### src/hw/rtl/bcmh_pkg.sv
// Shared types, constants and helpers for the column BCM / homeostatic table.
// Used by bcmh_mem, bcmh_mul and column_bcm_homeostatic_update.
package bcmh_pkg;

    localparam int MAX_COLUMNS = 64;
    localparam int COL_W       = $clog2(MAX_COLUMNS);
    localparam int CNT_W       = $clog2(MAX_COLUMNS + 1);

    localparam logic [16:0] ONE_Q     = 17'd65536;
    localparam logic [19:0] SCALE_MIN = 20'd6554;
    localparam logic [19:0] SCALE_MAX = 20'd655360;
    localparam logic [40:0] CAP40     = 41'h100_0000_0000;

    typedef enum logic [2:0] {
        CMD_ADD    = 3'd0,
        CMD_REMOVE = 3'd1,
        CMD_BCM    = 3'd2,
        CMD_HOMEO  = 3'd3,
        CMD_READ   = 3'd4
    } t_cmd;

    typedef enum logic [1:0] {
        ST_OK       = 2'd0,
        ST_DISABLED = 2'd1,
        ST_UNKNOWN  = 2'd2,
        ST_FULL     = 2'd3
    } t_status;

    typedef enum logic [2:0] {
        CFG_MODE      = 3'd0,
        CFG_INIT_THR  = 3'd1,
        CFG_BCM_ITAU  = 3'd2,
        CFG_CRIT_BCM  = 3'd3,
        CFG_HOM_ITAU  = 3'd4,
        CFG_CRIT_HOM  = 3'd5,
        CFG_TARGET    = 3'd6,
        CFG_TARGET_IN = 3'd7
    } t_cfg_reg;

    typedef enum logic [4:0] {
        S_IDLE, S_READ, S_LOAD, S_SH_RD, S_SH_WR, S_WB, S_DONE,
        S_B_SQ, S_B_AL, S_B_KA, S_B_AS, S_B_TG, S_B_KT, S_B_AT,
        S_H_AL, S_H_SP, S_H_REL, S_H_ADJ, S_H_SC
    } t_state;

    typedef struct packed {
        logic [31:0] thr;
        logic [31:0] avg;
        logic [19:0] scale;
        logic [31:0] rate;
        logic [31:0] cnt;
    } t_rec;

    typedef struct packed {
        logic             en;
        logic [COL_W-1:0] addr;
        t_rec             data;
    } t_mem_wr;

    // Q16.16 product saturated at 2^40
    function automatic logic [40:0] f_cap(input logic [73:0] full, input logic ovf);
        if (ovf || full[73:16] > {17'd0, CAP40}) begin
            return CAP40;
        end
        return full[56:16];
    endfunction

    function automatic logic [31:0] f_sat32(input logic [63:0] full);
        if (full[63:48] != 16'd0) begin
            return 32'hFFFF_FFFF;
        end
        return full[47:16];
    endfunction

endpackage

### src/hw/rtl/bcmh_mul.sv
// Multi-cycle 41x41 multiplier built on one 32x32 multiplier.
// Gives the full product when at most one operand exceeds 32 bits, else flags overflow.
// Depends on bcmh_pkg.
module bcmh_mul
    import bcmh_pkg::*;
(
    input  logic        i_clk,
    input  logic        i_rst_n,
    input  logic        i_start,
    input  logic [40:0] i_a,
    input  logic [40:0] i_b,
    output logic        o_done,
    output logic [73:0] o_full,
    output logic        o_ovf
);

    logic [40:0] r_a, r_b;
    logic [63:0] r_lo, r_cross;
    logic [73:0] r_full;
    logic        r_ovf;
    logic        r_p1, r_p2, r_p3, r_p4;
    logic        a_hi;
    logic [31:0] m_x, m_y;
    logic [63:0] m_p;

    assign a_hi = (r_a[40:32] != 9'd0);
    assign m_x  = r_p1 ? r_a[31:0] : (a_hi ? {23'd0, r_a[40:32]} : r_a[31:0]);
    assign m_y  = r_p1 ? r_b[31:0] : (a_hi ? r_b[31:0] : {23'd0, r_b[40:32]});
    assign m_p  = m_x * m_y;

    always_ff @(posedge i_clk) begin
        if (!i_rst_n) begin
            r_p1 <= 1'b0;
            r_p2 <= 1'b0;
            r_p3 <= 1'b0;
            r_p4 <= 1'b0;
        end else begin
            r_p1 <= i_start;
            r_p2 <= r_p1;
            r_p3 <= r_p2;
            r_p4 <= r_p3;
        end
    end

    always_ff @(posedge i_clk) begin
        if (i_start) begin
            r_a <= i_a;
            r_b <= i_b;
        end
        if (r_p1) begin
            r_lo <= m_p;
        end
        if (r_p2) begin
            r_cross <= m_p;
            r_ovf   <= a_hi && (r_b[40:32] != 9'd0);
        end
        if (r_p3) begin
            r_full <= {10'd0, r_lo} + {r_cross[41:0], 32'd0};
        end
    end

    assign o_done = r_p4;
    assign o_full = r_full;
    assign o_ovf  = r_ovf;

endmodule

### config.mk
export PLATFORM = sky130hd
export DESIGN_NAME = bcmh_mul
export DESIGN_NICKNAME = d
export VERILOG_FILES = /design/src/hw/rtl/bcmh_pkg.sv /design/src/hw/rtl/bcmh_mul.sv
export SDC_FILE = /design/constraint.sdc
export NUM_CORES = 2
export LEC_CHECK = 0
export ABC_AREA = 1
export BUFFER_PORTS_ARGS = -buffer_cell sky130_fd_sc_hd__buf_2
export CORE_MARGIN = 1.5
export CORE_UTILIZATION = 65
export DETAILED_ROUTE_END_ITERATION = 16
export PLACE_DENSITY = 0.88
export SYNTH_ARGS = -nofsm -noshare
export SYNTH_HDL_FRONTEND = slang
export SYNTH_SLANG_ARGS = --single-unit
### constraint.sdc
create_clock -name i_clk -period 12.5 [get_ports i_clk]
set_input_delay 0.625 -clock i_clk [delete_from_list [all_inputs] [get_ports i_clk]]
set_output_delay 0.625 -clock i_clk [all_outputs]
set_load 0.02 [all_outputs]
# ---- After elaboration in Yosys (flattened, before gate mapping)
# Index checks and enable logic that the tools add are counted.
dict set report totals {
  ff_bits 267
  latchBits 0
  mem_bits_rw 0
  mem_bits_ro 0
  in_bits 85
  out_inout_bits 76
  elab_cells 19
  mem_count 0
}
dict set report classes {
  n_addsub 1
  multipliers 1
  div_mod_pow 0
  order_cmp 0
  n_eq_ne 0
  shifts 0
  mux 4
  bitwise 0
  n_reduce_logical 3
}
# operator n
set op_table {}
lappend op_table {{$mux W32} 4}
lappend op_table {{$add A64 B74 Y74} 1}
lappend op_table {{$mul A32 B32 Y64} 1}
lappend op_table {{$reduce_bool A9 Y1} 2}
lappend op_table {{$logic_and A1 B1 Y1} 1}

# ---- Logic depth before layout (Yosys ltp)
dict set report logic_depth {
  word_depth 4
  mapped_depth 40
  mapped_depth_nobuf 38
}

# ---- Worst setup path before layout
# No wires, ideal clock.
dict set report synth_timing {
  kind {reg-to-reg}
  startpoint {reg r_p1}
  endpoint {reg r_lo[61], data pin}
  setup_ns 0.252
  arrival_time_ns 8.403
  t_required_ns 12.248
  slack_ns 3.845
  stages_incl_launch_ff 32
  n_path_buf 3
  synth_period_minus_slack_ns 8.655
  path_cell_list {dfxtp_1 > inv_1 > nand2_2 > buf_6 > buf_12 > nand2_8 > inv_2 > buf_2 > nand2_1 > fa_1 > inv_1 > fa_1 > inv_1 > fa_1 > inv_1 > fa_1 > fa_1 > fa_1 > fa_1 > inv_1 > fa_1 > inv_1 > ha_1 > nand2_1 > nor2_1 > inv_1 > nor3_1 > nand2_1 > nor2_1 > nand2_1 > nand3_1 > nand2_1}
}
dict set report synth_via {
  elab_chain_len 2
  elab_cells_between_ends 3
  cone_classes {mul (1); mux (2)}
}
# element line_no
set synth_rtl {}
lappend synth_rtl {{start, declared} bcmh_mul.sv:21} ;# logic r_p1, r_p2, r_p3, r_p4;
lappend synth_rtl {{start signal, assigned} bcmh_mul.sv:38} ;# r_p1 <= i_start;
lappend synth_rtl {{$mux W32, on equally long branches} {bcmh_mul.sv:27, bcmh_mul.sv:28}}
lappend synth_rtl {{$mul A32 B32 Y64 (*)} bcmh_mul.sv:29} ;# assign m_p = m_x * m_y;
lappend synth_rtl {{named net m_p[61]} bcmh_mul.sv:24} ;# logic [63:0] m_p;
lappend synth_rtl {{end signal, assigned} bcmh_mul.sv:51} ;# r_lo <= m_p;
lappend synth_rtl {{end, declared} bcmh_mul.sv:18} ;# logic [63:0] r_lo, r_cross;
# The timed path passes the listed nets; every way through them passes the cells marked *.
# A chain may end at the register's enable or synchronous reset.

# ---- Final worst setup path
dict set report layout_timing {
  startpoint {reg r_a[34]}
  endpoint {reg r_lo[30], data pin}
}
dict set report layout_via {
  elab_chain_len 4
  elab_cells_between_ends 6
  cone_classes {mul (1); mux (4); reduce/logical (1)}
}
# element line_no
set layout_rtl {}
lappend layout_rtl {{start, declared} bcmh_mul.sv:17} ;# logic [40:0] r_a, r_b;
lappend layout_rtl {{start signal, assigned} bcmh_mul.sv:47} ;# r_a <= i_a;
lappend layout_rtl {{$reduce_bool A9 Y1} bcmh_mul.sv:26} ;# assign a_hi = (r_a[40:32] != 9'd0);
lappend layout_rtl {{$mux W32, on equally long branches (2 in series)} {bcmh_mul.sv:27, bcmh_mul.sv:28}}
lappend layout_rtl {{$mul A32 B32 Y64 (*)} bcmh_mul.sv:29}
lappend layout_rtl {{named net m_p[30]} bcmh_mul.sv:24}
# Marked as above.

==> results by group <==
Die
  • Initial Utilization: 66.1%
  • Boundary Pins: 161
  • Die width: 271 µm
  • Die Ht: 271 µm
  • Area of the core: 70500 µm²
  • # rows: 97
  • Die Area: 73300 µm²

Run status
  • Status: completed

Synth
  • Synth Flop Type: edfxtp_1
  • Ys async rst share: 0%
  • Register area share after synthesis: 17.1%
  • Post-synthesis sequential element count: 267
  • Net Count, Synth: 6878
  • Post-synth EDFFs: 263
  • Gate Count Post-Synth: 5601
  • Synth area leader: fa_1
  • Syn Std Cell Area: 46600 µm²
  • Synth top area share: 38.5%
  • Syn Area/Cell: 8.32 µm²
  • Yosys synthesis warning count: 0
  • Synth top area cells: fa_1 39%, edfxtp_1 17%, inv_1 13%
  • Count leader, synth: inv_1
  • Post-synth top cells: 1577 x inv_1, 1515 x nand2_1, 897 x fa_1
  • Post-synth cell types: 39

Global routing
  • Antenna violations before repair: 4
  • GRT busiest layer: met2
  • Met3 usage in global routing: 10.8%
  • GR met1 Demand/Resource: 47.4%
  • GRT Overall Usage: 37.8%
  • Pin count of the biggest net entering global routing: 76
  • Vias in the first global route: 39640
  • Grt total ovfl: 0
  • First-pass GRT wire length: 212000 µm
  • GR Layer Usage met2: 60.7%

Route
  • Total wire length: 134000 µm
  • Remaining DRCs: 0
  • Initial DRC count: 3816
  • Wire length per cell: 20.3 µm
  • Drt via density: 5.58
  • Count of vias placed by the detailed router: 36936
  • Antenna-violating nets left: 0
  • Pre-antenna DRT Iters: 8

Place
  • Post-DP HPWL: 113000 µm
  • Post-Place Setup Slack: 3020 ps
  • PortBufs: 160
  • Placer's final routability congestion estimate: 1.05

Clocking
  • Cts repair resizes: 0
  • TritonCTS buffer count: 29
  • Hold-fix buffers at CTS: 0
  • H-tree depth: 1
  • Post-CTS setup buffer count: 0
  • CTS Buffer Depth: 3
  • Clock Tree Root: clkbuf_16
  • CTS tree: done
  • Clock sinks: 267
  • Clock-pin slew on the worst setup and hold paths: 80 ps
  • Worst-Skew Late Latency: 630 ps

STA
  • Tightest Pin Transition: 1370 ps
  • Final slew viol count: 0
  • Final setup viols: 0
  • Relative slew margins: 8.70%
  • WHS: 160 ps
  • Maximum clock rate: 0.102 GHz
  • Fin Setup TNS: 0 ps
  • Clock Skew: 52.8 ps
  • RSZ-0062 raised after global routing: no
  • Min Clock Period, post-route: 9770 ps
  • Final worst slack: 2730 ps
  • Hold Vio Cnt, Final: 0
  • Final Cycle Share: 78.2%

Critical path
  • Biggest cell delay along the critical path: 1090 ps
  • CP Launch Point: r_a[34]
  • CP max FO: 41
  • Slowest-stage cell, CP: inv_1
  • Crit Path Class: reg -> reg
  • CP dominant cell by count: fa_1
  • Setup crit end kind: flip-flop
  • CP Data Required Time: 12810 ps
  • Flop2flop setup slack: 2730 ps
  • FF-to-FF Start: r_a[34]
  • Worst setup SP type: flip-flop
  • Crit path DAT: 10080 ps

Hold path
  • HP Class: in -> reg
  • Min-delay src: i_a[31]

Finish
  • Share of cells above drive strength 1: 5.64%
  • Register area: 7980 µm²
  • Utilization after layout: 69.2%
  • Area grow syn2layout: 4.69%
  • # nets final: 6933
  • Ant. Diodes: 0
  • # fillers: 5332
  • Area of the multi-input gates: 31600 µm²

Flow run
  • Max cap viols: 0
[layout by cell type (no fill, tap or decap), drive strengths merged]
cell type  Yosys  routed
fa           897     897
bufinv         0       4
and3           1       1
nor3          22      22
o21ai         37      37
nor2         465     465
nand2       1546    1546
inv         1627    1630
o21a           1       1
clkinvlp       0       1
a31oi          3       3
buf          123     173
clkinv         2      11
a22oi          2       2
nand3         93      93
nor4           5       5
nand4         25      25
o211ai         1       1
clkbuf        26      36
dfxtp          4       4
xor2          47      47
or2            2       2
xnor2         12      12
a31o           1       1
edfxtp       263     263
nand3b         1       1
a21oi         82      82
o21bai        16      16
ha           295     295
and2           2       2
[cell families after synthesis]
| kind of cell | count (synthesis) | synth area share (%) |
|---|---|---|
| and+or+nand+nor | 2162 | 18.4 |
| buffers and inverters | 1778 | 15.0 |
| adders and majority gates | 1192 | 46.5 |
| DFF | 267 | 17.1 |
| AOI/OAI and AO/OA | 143 | 1.92 |
| xor gates and xnor gates | 59 | 1.11 |
[final cells by class]
type / instances / area share [%]
timing repair buffer: 173 / 1.85
clock buffer: 36 / 1.54
tap: 940 / 2.41
inverter: 1629 / 12.5
sequential: 267 / 16.4
multi-input combinational: 3556 / 64.9
clock inverter: 17 / 0.436
[path summary, 6_finish.rpt]
path                                  end  cells past startpoint
worst min register to register  o_full[3]                      0
worst max-delay path             r_lo[30]                     28
worst min-delay path              r_a[31]                      1
worst max register to register   r_lo[30]                     28
[critical path, delay by kind of cell, from the launching register on]
family	cells	cell delay [ps]
adder cells (fa/ha/maj)	9	4360
XOR/XNOR	1	520
AND/OR/NAND/NOR	10	2490
AO/OA/AOI/OAI	1	120
buffers and inverters	7	1540
flip-flops	1	360
[state kept, by name (all words and copies together), names as in the netlist]
name / count
o_done: 1
o_full: 74
o_ovf: 1
r_a: 41
r_b: 41
r_cross: 42
r_lo: 64
r_p1: 1
r_p2: 1
r_p3: 1
[routing by layer]
layer  share of wire (%)  vias up  wire length [µm]
li1                    -    16114                 -
met1                  36    17825             48700
met2                  46     2439             61300
met3                  12      556             16700
met4                 5.5        2              7440
met5               0.058        -                78
[metrics by stage]
step | area [µm²] | cells
2_1_floorplan | 46600 | 5601
3_3_place_gp | 47800 | 6565
3_5_place_dp | 47800 | 6565
4_1_cts | 48800 | 6618
5_1_grt | 48800 | 6618
6_report | 48800 | 6618
Power is not shown: default switching activity piles up to over one toggle a cycle in this logic, so the estimate is an artifact.
